### src/design/ir_pulse_distance_command_decoder_defines.svh
// ----------------------------------------------------------------------------
// ir_pulse_distance_command_decoder_defines
// assertion macros shared by the decoder modules
// ----------------------------------------------------------------------------
`ifndef IR_PULSE_DISTANCE_COMMAND_DECODER_DEFINES_SVH
`define IR_PULSE_DISTANCE_COMMAND_DECODER_DEFINES_SVH

`ifndef NO_ASSERTIONS
`define IRCD_ASSERT(lbl, clk, rst, prop, msg) \
   lbl: assert property (@(posedge clk) disable iff (rst) prop) else $error(msg);
`define IRCD_NEVER(lbl, clk, rst, expr, msg) \
   lbl: assert property (@(posedge clk) disable iff (rst) !(expr)) else $error(msg);
`else
`define IRCD_ASSERT(lbl, clk, rst, prop, msg)
`define IRCD_NEVER(lbl, clk, rst, expr, msg)
`endif

`endif

### src/design/ircd_pkg.sv
// ----------------------------------------------------------------------------
// ircd_pkg
// shared widths, register indices, reset values and beat types
// ----------------------------------------------------------------------------
package ircd_pkg;

   localparam int REG_W          = 20;
   localparam int CODE_W         = 8;
   localparam int CMD_BITS       = 8;
   localparam int CMD_SEL_W      = $clog2(CMD_BITS);
   localparam int FIRST_BIT_EDGE = 17;
   localparam int CSR_IDX_W      = 3;

   localparam int COUNT_WIDTH_DEF = 20;
   localparam int EDGE_SLOTS_DEF  = 64;

   localparam logic [CSR_IDX_W-1:0] REG_HEADER_MIN   = 3'd0;
   localparam logic [CSR_IDX_W-1:0] REG_HEADER_MAX   = 3'd1;
   localparam logic [CSR_IDX_W-1:0] REG_ONE_MIN      = 3'd2;
   localparam logic [CSR_IDX_W-1:0] REG_ONE_MAX      = 3'd3;
   localparam logic [CSR_IDX_W-1:0] REG_IDLE_TIMEOUT = 3'd4;
   localparam logic [CSR_IDX_W-1:0] REG_ON_CODE      = 3'd5;
   localparam logic [CSR_IDX_W-1:0] REG_OFF_CODE     = 3'd6;

   localparam logic [REG_W-1:0]  HEADER_MIN_RST   = 20'd10000;
   localparam logic [REG_W-1:0]  HEADER_MAX_RST   = 20'd14000;
   localparam logic [REG_W-1:0]  ONE_MIN_RST      = 20'd2000;
   localparam logic [REG_W-1:0]  ONE_MAX_RST      = 20'd2300;
   localparam logic [REG_W-1:0]  IDLE_TIMEOUT_RST = 20'd1000000;
   localparam logic [CODE_W-1:0] ON_CODE_RST      = 8'd220;
   localparam logic [CODE_W-1:0] OFF_CODE_RST     = 8'd218;

   typedef struct packed {
      logic [REG_W-1:0]  header_min;
      logic [REG_W-1:0]  header_max;
      logic [REG_W-1:0]  one_min;
      logic [REG_W-1:0]  one_max;
      logic [REG_W-1:0]  idle_timeout;
      logic [CODE_W-1:0] on_code;
      logic [CODE_W-1:0] off_code;
   } cfg_type;

   typedef struct packed {
      logic              frame_ok;
      logic [CODE_W-1:0] command;
      logic              led_on;
   } rsp_type;

endpackage

### src/design/ir_pulse_distance_command_decoder.sv
// ----------------------------------------------------------------------------
// ir_pulse_distance_command_decoder
// pulse-distance remote decoder: one timer tick per req beat, one rsp beat
// per closed frame. the closing tick's result is registered in the result buffer.
// throughput is one tick per cycle, set by the single-pass frame logic;
// req_ready drops only when both result buffer entries wait on rsp_ready.
// synchronous reset restores register defaults and clears frame and led state.
// ----------------------------------------------------------------------------
module ir_pulse_distance_command_decoder #(
   parameter int COUNT_WIDTH = ircd_pkg::COUNT_WIDTH_DEF,
   parameter int EDGE_SLOTS  = ircd_pkg::EDGE_SLOTS_DEF
) (
   input  logic                           clock,
   input  logic                           reset,
   input  logic                           req_valid,
   output logic                           req_ready,
   input  logic                           req_edge_seen,
   output logic                           rsp_valid,
   input  logic                           rsp_ready,
   output logic                           rsp_frame_ok,
   output logic [ircd_pkg::CODE_W-1:0]    rsp_command,
   output logic                           rsp_led_on,
   input  logic                           csr_wr_en,
   input  logic [ircd_pkg::CSR_IDX_W-1:0] csr_index,
   input  logic [ircd_pkg::REG_W-1:0]     csr_wdata
);
   import ircd_pkg::*;

   cfg_type cfg;
   rsp_type rslt;
   rsp_type rsp_data;
   logic    rslt_valid;
   logic    tick_fire;
   logic    has_room;

   assign req_ready = has_room;
   assign tick_fire = req_valid && req_ready;

   ircd_csr u_csr (
      .clock     (clock),
      .reset     (reset),
      .csr_wr_en (csr_wr_en),
      .csr_index (csr_index),
      .csr_wdata (csr_wdata),
      .cfg       (cfg)
   );

   ircd_frame #(
      .COUNT_WIDTH (COUNT_WIDTH),
      .EDGE_SLOTS  (EDGE_SLOTS)
   ) u_frame (
      .clock      (clock),
      .reset      (reset),
      .cfg        (cfg),
      .tick_fire  (tick_fire),
      .edge_seen  (req_edge_seen),
      .rslt_valid (rslt_valid),
      .rslt       (rslt)
   );

   ircd_rsp_buf u_rsp_buf (
      .clock     (clock),
      .reset     (reset),
      .push      (rslt_valid),
      .push_data (rslt),
      .has_room  (has_room),
      .rsp_valid (rsp_valid),
      .rsp_ready (rsp_ready),
      .rsp_data  (rsp_data)
   );

   assign rsp_frame_ok = rsp_data.frame_ok;
   assign rsp_command  = rsp_data.command;
   assign rsp_led_on   = rsp_data.led_on;

endmodule

### src/design/ircd_csr.sv
// ----------------------------------------------------------------------------
// ircd_csr
// configuration registers, written through the plain write port
// ----------------------------------------------------------------------------
module ircd_csr (
   input  logic                           clock,
   input  logic                           reset,
   input  logic                           csr_wr_en,
   input  logic [ircd_pkg::CSR_IDX_W-1:0] csr_index,
   input  logic [ircd_pkg::REG_W-1:0]     csr_wdata,
   output ircd_pkg::cfg_type              cfg
);
   import ircd_pkg::*;

   cfg_type cfg_ff;
   cfg_type cfg_in;

   always_comb begin
      cfg_in = cfg_ff;
      if (csr_wr_en) begin
         case (csr_index)
            REG_HEADER_MIN:   cfg_in.header_min   = csr_wdata;
            REG_HEADER_MAX:   cfg_in.header_max   = csr_wdata;
            REG_ONE_MIN:      cfg_in.one_min      = csr_wdata;
            REG_ONE_MAX:      cfg_in.one_max      = csr_wdata;
            REG_IDLE_TIMEOUT: cfg_in.idle_timeout = csr_wdata;
            REG_ON_CODE:      cfg_in.on_code      = csr_wdata[CODE_W-1:0];
            REG_OFF_CODE:     cfg_in.off_code     = csr_wdata[CODE_W-1:0];
            default:          cfg_in = cfg_ff;
         endcase
      end
   end

   always_ff @(posedge clock) begin
      if (reset) begin
         cfg_ff.header_min   <= HEADER_MIN_RST;
         cfg_ff.header_max   <= HEADER_MAX_RST;
         cfg_ff.one_min      <= ONE_MIN_RST;
         cfg_ff.one_max      <= ONE_MAX_RST;
         cfg_ff.idle_timeout <= IDLE_TIMEOUT_RST;
         cfg_ff.on_code      <= ON_CODE_RST;
         cfg_ff.off_code     <= OFF_CODE_RST;
      end else begin
         cfg_ff <= cfg_in;
      end
   end

   assign cfg = cfg_ff;

endmodule

### src/design/ircd_frame.sv
// ----------------------------------------------------------------------------
// ircd_frame
// per-tick frame tracking: interval timing, header and bit decode, led update
// ----------------------------------------------------------------------------
`include "ir_pulse_distance_command_decoder_defines.svh"

module ircd_frame #(
   parameter int COUNT_WIDTH = ircd_pkg::COUNT_WIDTH_DEF,
   parameter int EDGE_SLOTS  = ircd_pkg::EDGE_SLOTS_DEF
) (
   input  logic              clock,
   input  logic              reset,
   input  ircd_pkg::cfg_type cfg,
   input  logic              tick_fire,
   input  logic              edge_seen,
   output logic              rslt_valid,
   output ircd_pkg::rsp_type rslt
);
   import ircd_pkg::*;

   localparam int EIW   = $clog2(EDGE_SLOTS);
   localparam int CMP_W = (COUNT_WIDTH > REG_W) ? COUNT_WIDTH : REG_W;
   localparam logic [COUNT_WIDTH-1:0] COUNT_MASK = '1;
   localparam logic [EIW-1:0] EDGE_LAST = EIW'(EDGE_SLOTS - 1);
   localparam logic [EIW-1:0] BIT_FIRST = EIW'(FIRST_BIT_EDGE);
   localparam logic [EIW-1:0] BIT_END   = EIW'(FIRST_BIT_EDGE + CMD_BITS);

   logic                   in_frame_ff, in_frame_in;
   logic [COUNT_WIDTH-1:0] tick_count_ff, tick_count_in;
   logic [EIW-1:0]         edge_index_ff, edge_index_in;
   logic                   header_good_ff, header_good_in;
   logic [CMD_BITS-1:0]    command_bits_ff, command_bits_in;
   logic                   led_state_ff, led_state_in;

   logic [COUNT_WIDTH-1:0] elapsed;
   logic [CMP_W-1:0]       elapsed_x;
   logic                   timeout_hit;
   logic                   header_hit;
   logic                   one_hit;
   logic                   bit_slot;
   logic [CMD_SEL_W-1:0]   bit_sel;
   logic [CODE_W-1:0]      cmd_out;
   logic                   led_next;

   always_comb begin
      elapsed     = (tick_count_ff == COUNT_MASK) ? COUNT_MASK
                                                  : tick_count_ff + COUNT_WIDTH'(1);
      elapsed_x   = CMP_W'(elapsed);
      timeout_hit = elapsed_x >= CMP_W'(cfg.idle_timeout);
      header_hit  = (elapsed_x >= CMP_W'(cfg.header_min)) &&
                    (elapsed_x <= CMP_W'(cfg.header_max));
      one_hit     = (elapsed_x >= CMP_W'(cfg.one_min)) &&
                    (elapsed_x <= CMP_W'(cfg.one_max));
      bit_slot    = (edge_index_ff >= BIT_FIRST) && (edge_index_ff < BIT_END);
      bit_sel     = CMD_SEL_W'(edge_index_ff - BIT_FIRST);

      cmd_out  = header_good_ff ? command_bits_ff : '0;
      led_next = led_state_ff;
      if (header_good_ff) begin
         if (cmd_out == cfg.on_code) begin
            led_next = 1'b1;
         end else if (cmd_out == cfg.off_code) begin
            led_next = 1'b0;
         end
      end

      rslt_valid       = tick_fire && in_frame_ff && timeout_hit;
      rslt.frame_ok    = header_good_ff;
      rslt.command     = cmd_out;
      rslt.led_on      = led_next;

      in_frame_in     = in_frame_ff;
      tick_count_in   = tick_count_ff;
      edge_index_in   = edge_index_ff;
      header_good_in  = header_good_ff;
      command_bits_in = command_bits_ff;
      led_state_in    = led_state_ff;

      if (tick_fire) begin
         if (in_frame_ff) begin
            if (timeout_hit) begin
               led_state_in  = led_next;
               in_frame_in   = edge_seen;
               tick_count_in = '0;
               edge_index_in = '0;
               if (edge_seen) begin
                  header_good_in  = 1'b0;
                  command_bits_in = '0;
               end
            end else if (edge_seen) begin
               if (edge_index_ff == '0) begin
                  header_good_in = header_hit;
               end else if (bit_slot) begin
                  command_bits_in[bit_sel] = one_hit;
               end
               if (edge_index_ff != EDGE_LAST) begin
                  edge_index_in = edge_index_ff + EIW'(1);
               end
               tick_count_in = '0;
            end else begin
               tick_count_in = elapsed;
            end
         end else if (edge_seen) begin
            in_frame_in     = 1'b1;
            tick_count_in   = '0;
            edge_index_in   = '0;
            header_good_in  = 1'b0;
            command_bits_in = '0;
         end
      end
   end

   always_ff @(posedge clock) begin
      if (reset) begin
         in_frame_ff     <= 1'b0;
         tick_count_ff   <= '0;
         edge_index_ff   <= '0;
         header_good_ff  <= 1'b0;
         command_bits_ff <= '0;
         led_state_ff    <= 1'b0;
      end else begin
         in_frame_ff     <= in_frame_in;
         tick_count_ff   <= tick_count_in;
         edge_index_ff   <= edge_index_in;
         header_good_ff  <= header_good_in;
         command_bits_ff <= command_bits_in;
         led_state_ff    <= led_state_in;
      end
   end

   `IRCD_ASSERT(a_idle_cleared, clock, reset, !in_frame_ff |-> (tick_count_ff == '0 && edge_index_ff == '0), "idle state not cleared")
   `IRCD_ASSERT(a_close_restarts, clock, reset, rslt_valid |=> (tick_count_ff == '0 && edge_index_ff == '0), "frame close left timing state")
   `IRCD_ASSERT(a_led_on_result, clock, reset, rslt_valid |=> (led_state_ff == $past(rslt.led_on)), "led state differs from reported")

endmodule

### src/design/ircd_rsp_buf.sv
// ----------------------------------------------------------------------------
// ircd_rsp_buf
// two-entry result buffer between the frame logic and the rsp channel
// ----------------------------------------------------------------------------
`include "ir_pulse_distance_command_decoder_defines.svh"

module ircd_rsp_buf (
   input  logic              clock,
   input  logic              reset,
   input  logic              push,
   input  ircd_pkg::rsp_type push_data,
   output logic              has_room,
   output logic              rsp_valid,
   input  logic              rsp_ready,
   output ircd_pkg::rsp_type rsp_data
);
   import ircd_pkg::*;

   rsp_type    slot_ff [2];
   logic       wr_ptr_ff, wr_ptr_in;
   logic       rd_ptr_ff, rd_ptr_in;
   logic [1:0] count_ff, count_in;
   logic       pop;

   always_comb begin
      pop       = rsp_valid && rsp_ready;
      wr_ptr_in = push ? ~wr_ptr_ff : wr_ptr_ff;
      rd_ptr_in = pop ? ~rd_ptr_ff : rd_ptr_ff;
      count_in  = count_ff + 2'(push) - 2'(pop);
   end

   always_ff @(posedge clock) begin
      if (reset) begin
         wr_ptr_ff <= 1'b0;
         rd_ptr_ff <= 1'b0;
         count_ff  <= 2'd0;
      end else begin
         wr_ptr_ff <= wr_ptr_in;
         rd_ptr_ff <= rd_ptr_in;
         count_ff  <= count_in;
      end
   end

   always_ff @(posedge clock) begin
      if (push) begin
         slot_ff[wr_ptr_ff] <= push_data;
      end
   end

   assign has_room  = count_ff != 2'd2;
   assign rsp_valid = count_ff != 2'd0;
   assign rsp_data  = slot_ff[rd_ptr_ff];

   `IRCD_NEVER(a_no_overflow, clock, reset, push && !has_room, "push into full buffer")
   `IRCD_NEVER(a_count_range, clock, reset, count_ff == 2'd3, "buffer count out of range")
   `IRCD_ASSERT(a_pop_drains, clock, reset, (pop && !push) |=> (count_ff == $past(count_ff) - 2'd1), "pop did not drain")

endmodule

### config.mk
export PLATFORM = sky130hd
export DESIGN_NAME = ir_pulse_distance_command_decoder
export DESIGN_NICKNAME = d
export VERILOG_FILES = /design/src/design/ircd_pkg.sv /design/src/design/ir_pulse_distance_command_decoder.sv /design/src/design/ircd_csr.sv /design/src/design/ircd_frame.sv /design/src/design/ircd_rsp_buf.sv
export VERILOG_INCLUDE_DIRS = /design/src /design/src/design
export SDC_FILE = /design/constraint.sdc
export NUM_CORES = 1
export LEC_CHECK = 0
export ABC_AREA = 1
export BUFFER_PORTS_ARGS = -buffer_cell sky130_fd_sc_hd__buf_2
export CAP_MARGIN = 25
export CORE_MARGIN = 2
export CORE_UTILIZATION = 40
export CTS_CLUSTER_DIAMETER = 30
export DETAILED_ROUTE_END_ITERATION = 10
export HOLD_SLACK_MARGIN = 0.06
export SYNTH_ARGS = -nofsm -noshare
export SYNTH_HDL_FRONTEND = slang
export SYNTH_HIERARCHICAL = 1
export SYNTH_SLANG_ARGS = --single-unit
### constraint.sdc
create_clock -name clock -period 6.19 [get_ports clock]
set_input_delay 0.3095 -clock clock [delete_from_list [all_inputs] [get_ports clock]]
set_output_delay 0.3095 -clock clock [all_outputs]
set_load 0.02 [all_outputs]
==> impl_metrics.yaml, run 1 <==
floorplanning:
  fp.coreArea_mm2: 0.0270
  chipHeight_um: 169
  std_cell_rows: 60
  die_outline_area_mm2: 0.0287
  num_io_pins: 41
  die_w_um: 169
  initial_core_util_pct: 40.6
timing:
  fin_skew_ns: 0.0230
  max_slew_margin_pct: 34.6
  finalSetupTns_ns: 0
  finalWorstSetupSlack_ns: 1.51
  timing.final.setup_violations: 0
  fin_hold_ws_ns: 0.0872
  layout_min_cycle_time_ns: 4.68
  min_period_over_period_pct: 75.5
  grt_setup_unrepaired: "false"
  hold_violations: 0
  report.final.slew_viol_count: 0
  transition_time_of_the_tightest_slew_check_pin_ns: 0.970
  clock.fmax_mhz: 214
pwr:
  static-leakage-power_nw: 6.00
  power.density_cell_area_mw_per_mm2: 236
  irDropWorstVdd_uv: 136
  power.total_mw: 2.83
final_layout:
  ratio_of_cells_with_drive_above_1_in_the_final_layout_pct: 8.85
  post-route-cell-area_mm2: 0.0120
  multiInputGateArea_mm2: 0.00610
  area_of_all_sequential_standard_cells_mm2: 0.00376
  post_layout_nonfiller_instances: 1956
  final_core_utilization_pct: 44.6
  layout.filler_cells: 2786
  area.growth.synth_to_final_pct: 9.85
  num_antenna_cells: 0
  final_nets: 1738
critical_path:
  end_kind: "register"
  critical_path.max_stage_delay_ns: 0.72
  crit_slowest_cell: "sky130_fd_sc_hd__a21oi_1"
  setup.worst_path.class: "register to register"
  required_time_of_the_critical_path_ns: 6.56
  startpoint_type: "register"
  timing.critical_path.cells: "ha_1 -> nand3_1 -> nor2_2 -> nand3_2 -> nor3_2 -> nand3_2 -> nand3b_1 -> ha_1 -> a21o_1 -> nor2_1 -> nand2_1 -> a21oi_1 -> nand3_1 -> nor3_4 -> nand2_1 -> a21oi_2"
  timing.critical_path.arrival_ns: 5.05
  critical_path_peak_fanout: 14
logic_synthesis:
  ys.warnings.count: 6
  synthArstFlopShare_pct: 0
  syn_area_mm2: 0.0110
  synth-main-ff-cell: "sky130_fd_sc_hd__dfxtp_1"
  synth_enable_flop_cells: 20
  synth_largest_area_cell: "sky130_fd_sc_hd__dfxtp_1"
  synth-seq-cells: 178
  synth-seq-area-share_pct: 34.4
  synth_area_per_cell_um2: 6.91
  syn-instance-count: 1585
  synth_nets: 1721
  synth_top_cells_by_area: "sky130_fd_sc_hd__dfxtp_1 29%, sky130_fd_sc_hd__nand2_1 14%, sky130_fd_sc_hd__ha_1 12%, sky130_fd_sc_hd__nor2_1 8.5%, sky130_fd_sc_hd__inv_1 7.3%"
  netlist.area_leader.share_pct: 28.9
  synth_cell_type_count: 41
global_route:
  grt_max_degree: 71
  grt-ovfl-total: 0
  number_of_global_route_vias_before_repair: 9298
  grt_first_pass_wirelength_mm: 49.2
  grt_antenna_before_repair: 0
  grt_usage_pct: 21.9
clock_tree:
  ctsLongestPathBuffers: 2
  worst_skew_pair.late_latency_ns: 0.45
  tritoncts: "yes"
  cts-resized-gates: 0
  holdBufCountCts: 2
  cts.sink_count: 178
  clk_transition_reported_paths_ns: 0.08
  numCtsBuffers: 17
  clock_tree.root_cell: "sky130_fd_sc_hd__clkbuf_16"
  htreeDepth: 4
  post-cts-setup-buffer-count: 0
place:
  placed_cells: 1922
  place_worst_setup_slack_ns: 1.60
  detailed_place_hpwl_mm: 21.9
  place_area_mm2: 0.0114
  globalplace.congestion: 0.964
  port-buffer-count: 40
route:
  route.detailed.vias_per_inst: 5.03
  dr.first_iter.drc_count: 661
  drt_first_pass_iters: 5
  aggregate_routed_wire_length_mm: 30.5
  via_total_after_detailed_routing: 9833
  post-route-drc-count: 0
  wl_per_cell_um: 15.6
  route.antenna.remaining_nets: 0
min_path:
  timing.hold.worst.class: "input pin to register"
run_status:
  run_status: "finished, final reports clean"
run:
  timing.max_cap.violations: 0
## logic make-up (layout without fill, tap and decap cells)
family	count (synthesis)	after routing	synth area share (%)
and+or+nand+nor	888	888	35.0
buffers and inverters	273	303	10.1
DFF	178	178	34.4
AOI/OAI and AO/OA	110	110	5.51
adders and majority gates	107	107	12.2
xor gates and xnor gates	19	19	1.52
muxes	10	10	1.37
## worst max-delay path, delay by kind of cell, from the launching register on
kind                       cells  cell delay (ns)
and+or+nand+nor               11             2.60
adders and majority gates      2             0.55
AOI/OAI and AO/OA              3             1.05
DFF                            1             0.41
## path summary, 6_finish.rpt
| check | end | depth (start not counted) | startpoint | slack (ns) |
|---|---|---|---|---|
| setup reg to reg | u_frame/tick_count_ff[3] | 16 | u_frame/tick_count_ff[0] | 1.51 |
| hold reg to reg | u_csr/cfg[39] | 2 | u_csr/cfg[39] | 0.47 |
| hold / removal | u_csr/cfg[30] | 3 | csr_wdata[14] | 0.09 |
| setup / recovery | u_frame/tick_count_ff[3] | 16 | u_frame/tick_count_ff[0] | 1.51 |
## state kept, by name (all words and copies together), names as in the netlist, named ones only
register                 cells
u_rsp_buf/rd_ptr_ff          1
u_rsp_buf/slot_ff           20
u_csr/cfg                  116
u_frame/led_state_ff         1
u_frame/header_good_ff       1
u_rsp_buf/wr_ptr_ff          1
u_frame/command_bits_ff      8
u_frame/tick_count_ff       20
u_rsp_buf/count_ff           2
u_frame/in_frame_ff          1
u_frame/edge_index_ff        6
## report_power, final
part / internal (mW) / switching (mW) / total, mW
registers: 1.21 / 0.0417 / 1.25
logic: 0.150 / 0.296 / 0.446
clock network: 0.558 / 0.580 / 1.14
total: 1.92 / 0.918 / 2.83
## cell type report
type / count / area share, %
clock buffer: 17 / 3.54
clock inverter: 15 / 1.63
inverter: 218 / 6.81
multi-input combinational: 1134 / 50.7
sequential: 178 / 31.3
tap: 341 / 3.55
timing repair buffer: 53 / 2.52
## metal layers
| layer | track usage, % | vias to the layer above | wire (µm) |
|---|---|---|---|
| met4 | 7.95 | 0 | 920 |
| met2 | 37.9 | 219 | 14700 |
| met1 | 27.8 | 4499 | 13700 |
| met3 | 3.15 | 50 | 1210 |
| li1 | - | 5065 | - |
| met5 | 0 | - | 0 |
## synth_stat cells, types with 12 or more instances
cell                         n
sky130_fd_sc_hd__nand2_1   399
sky130_fd_sc_hd__nand3_1   154
sky130_fd_sc_hd__edfxtp_1   20
sky130_fd_sc_hd__clkbuf_1   15
sky130_fd_sc_hd__dfxtp_1   158
sky130_fd_sc_hd__inv_1     213
sky130_fd_sc_hd__a21oi_1    63
sky130_fd_sc_hd__buf_2      25
sky130_fd_sc_hd__nand4_1    29
sky130_fd_sc_hd__o21ai_0    29
sky130_fd_sc_hd__nand2_2    12
sky130_fd_sc_hd__nor2_1    249
sky130_fd_sc_hd__ha_1      107
## cell usage in the layout (no fill, tap or decap), types with 11 or more instances in the layout
master | Yosys | final
sky130_fd_sc_hd__clkbuf_16 | 0 | 17
sky130_fd_sc_hd__nand2_1 | 399 | 399
sky130_fd_sc_hd__a21oi_1 | 63 | 63
sky130_fd_sc_hd__dfxtp_1 | 158 | 158
sky130_fd_sc_hd__edfxtp_1 | 20 | 20
sky130_fd_sc_hd__buf_4 | 6 | 11
sky130_fd_sc_hd__buf_2 | 25 | 40
sky130_fd_sc_hd__nand2_2 | 12 | 12
sky130_fd_sc_hd__o21ai_0 | 29 | 29
sky130_fd_sc_hd__nand3_1 | 154 | 154
sky130_fd_sc_hd__inv_1 | 213 | 213
sky130_fd_sc_hd__nand4_1 | 29 | 29
sky130_fd_sc_hd__nor2_1 | 249 | 247
sky130_fd_sc_hd__ha_1 | 107 | 107
No activity file was read; power rests on OpenSTA's default activity.
==> run 2: changes to the inputs <==
==> constraint.sdc (replaced) <==
create_clock -name clock -period 4.1 [get_ports clock]
set_input_delay 0.205 -clock clock [delete_from_list [all_inputs] [get_ports clock]]
set_output_delay 0.205 -clock clock [all_outputs]
set_load 0.02 [all_outputs]
==> impl_metrics.yaml, run 2 (synthesis results as in run 1) <==
run_status:
  run_status: "finished, final reports clean"
place:
  place_area_mm2: 0.0115
  detailed_place_hpwl_mm: 22.5
  placed_cells: 1943
  globalplace.congestion: 0.876
  port-buffer-count: 40
critical_path:
  timing.critical_path.arrival_ns: 3.78
  critical_path.max_stage_delay_ns: 0.41
  critical_path.n_buffers_inverters: 6
  required_time_of_the_critical_path_ns: 4.19
  crit_slowest_cell: "sky130_fd_sc_hd__dfxtp_1"
  rr_endpoint: "u_rsp_buf/slot_ff[1][2]"
  critical_path_peak_fanout: 14
  worst_path_most_repeated_cell: "sky130_fd_sc_hd__nand2_1"
  crit_path_depth: 26
  worst-r2r-setup-slack_ns: 0.41
  setup.worst_path.class: "register to register"
  timing.rr.start: "u_frame/tick_count_ff[0]"
  worst_path_dominant_cell_family: "simple AND/OR/NAND/NOR gates"
  timing.reg2reg.worst_path_depth: 26
  end_kind: "register"
  startpoint_type: "register"
floorplanning:
  chipHeight_um: 169
  std_cell_rows: 60
  fp.coreArea_mm2: 0.0270
  num_io_pins: 41
  initial_core_util_pct: 40.6
  die_w_um: 169
  die_outline_area_mm2: 0.0287
final_layout:
  layout_common_cells: "399 x sky130_fd_sc_hd__nand2_1, 246 x sky130_fd_sc_hd__nor2_1, 213 x sky130_fd_sc_hd__inv_1"
  area_of_all_sequential_standard_cells_mm2: 0.00376
  final_nets: 1770
  num_antenna_cells: 0
  largest_register_ffs: 116
  post_layout_nonfiller_instances: 1988
  post-route-cell-area_mm2: 0.0123
  final_core_utilization_pct: 45.5
  ratio_of_cells_with_drive_above_1_in_the_final_layout_pct: 10.0
  layout.cells.most_common: "sky130_fd_sc_hd__nand2_1"
  multiInputGateArea_mm2: 0.00610
  area.growth.synth_to_final_pct: 12.1
  layout.filler_cells: 2806
pwr:
  static-leakage-power_nw: 6.14
  power.density_cell_area_mw_per_mm2: 346
  irDropWorstVdd_uv: 257
  clock_power_share_pct: 39.0
  netSwitchingPower_mw: 1.31
  pwr-share-comb_pct: 16.6
  intPower_mw: 2.94
  switching_fraction_pct: 30.9
  seqPwrFrac_pct: 44.4
clock_tree:
  clock_tree.root_cell: "sky130_fd_sc_hd__clkbuf_16"
  htreeDepth: 4
  worst_skew_pair.late_latency_ns: 0.44
  numCtsBuffers: 17
  post-cts-setup-buffer-count: 0
  ctsLongestPathBuffers: 2
  clk_transition_reported_paths_ns: 0.07
  tritoncts: "yes"
  cts.sink_count: 178
timing:
  grt_setup_unrepaired: "false"
  report.final.slew_viol_count: 0
  max_slew_margin_pct: 38.3
  clock.fmax_mhz: 271
  transition_time_of_the_tightest_slew_check_pin_ns: 0.925
  timing.final.setup_violations: 0
  hold_violations: 0
  finalSetupTns_ns: 0
  fin_skew_ns: 0.0133
  min_period_over_period_pct: 90.0
  layout_min_cycle_time_ns: 3.69
global_route:
  grt-ovfl-total: 0
  grt_first_pass_wirelength_mm: 48.8
  number_of_global_route_vias_before_repair: 9524
  grt_usage_pct: 21.7
  grt_antenna_before_repair: 0
  grt_max_degree: 85
route:
  via_total_after_detailed_routing: 9996
  dr.first_iter.drc_count: 528
  drt_first_pass_iters: 5
  post-route-drc-count: 0
  wl_per_cell_um: 15.2
  route.detailed.vias_per_inst: 5.03
  aggregate_routed_wire_length_mm: 30.1
  route.antenna.remaining_nets: 0
min_path:
  holdCritStartpoint: "rsp_ready"
  timing.hold.worst.class: "input pin to register"
  min_delay_endpoint: "u_rsp_buf/rd_ptr_ff"
  whs_path_depth: 4
run:
  timing.max_cap.violations: 0
==> run 2: changes by cell type in the layout (fill, tap and decap cells not counted), moves of 3 or more <==
cell	before	now
sky130_fd_sc_hd__inv_12	3	0
sky130_fd_sc_hd__inv_6	3	6
sky130_fd_sc_hd__buf_4	11	32
sky130_fd_sc_hd__dlygate4sd3_1	2	13
sky130_fd_sc_hd__clkinv_8	5	2
==> run 2: power groups by stage <==
stage / Combinational (mW) / Clock (mW) / Sequential, mW
2_1_floorplan: 0.497 / 0 / 1.90
3_3_place_gp: 0.679 / 0 / 1.93
3_5_place_dp: 0.690 / 0 / 1.93
4_1_cts: 0.703 / 1.69 / 1.89
5_1_grt: 0.799 / 1.78 / 1.90
6_report: 0.704 / 1.66 / 1.89
==> run 2: tightest hold or removal path, cell delays in order <==
cell                      delay [ns]
sky130_fd_sc_hd__buf_2          0.09
sky130_fd_sc_hd__nand3_1        0.07
sky130_fd_sc_hd__nand2_1        0.07
sky130_fd_sc_hd__nor2_1         0.04
==> run 2: worst max path at each step <==
stage                               to                      from  slack (ns)
2_1_floorplan  u_rsp_buf/slot_ff[0][0]  u_frame/tick_count_ff[0]        0.56
3_3_place_gp   u_rsp_buf/slot_ff[0][8]  u_frame/tick_count_ff[0]        0.25
3_5_place_dp   u_rsp_buf/slot_ff[0][5]  u_frame/tick_count_ff[0]        0.19
4_1_cts        u_rsp_buf/slot_ff[0][3]  u_frame/tick_count_ff[0]        0.16
5_1_grt        u_rsp_buf/slot_ff[1][2]  u_frame/tick_count_ff[0]       0.009
6_report       u_rsp_buf/slot_ff[1][2]  u_frame/tick_count_ff[0]        0.41
==> run 2: metrics by stage <==
step / hold WS (ns) / worst slack (ns) / total power [mW]
after floorplan: 0.276 / 0.557 / 2.40
after global placement: 0.444 / 0.248 / 2.61
after detailed placement: 0.444 / 0.193 / 2.62
after CTS: 0.0721 / 0.163 / 4.29
after global routing: 0.0816 / 0.00855 / 4.47
final: 0.0798 / 0.409 / 4.25
==> run 2: layer usage <==
layer  wire, µm  vias up  global-route usage (%)
li1           -     5128                       -
met1      13600     4590                    27.5
met2      14500      233                    37.5
met3       1430       45                    3.73
met4        675        0                    7.43
met5          0        -                       0
==> run 2: final cells by class <==
| class | instances | share of cell area [%] |
|---|---|---|
| timing repair buffer | 85 | 4.65 |
| multi-input combinational | 1134 | 49.7 |
| inverter | 218 | 6.68 |
| tap | 341 | 3.48 |
| clock buffer | 17 | 3.47 |
| sequential | 178 | 30.7 |
| clock inverter | 15 | 1.36 |
==> run 2: repair_timing <==
action                     CTS  global route
setup endpoints to repair    0            22
gates resized for setup      0             2
hold buffers                13             0
hold endpoints to repair    20             0
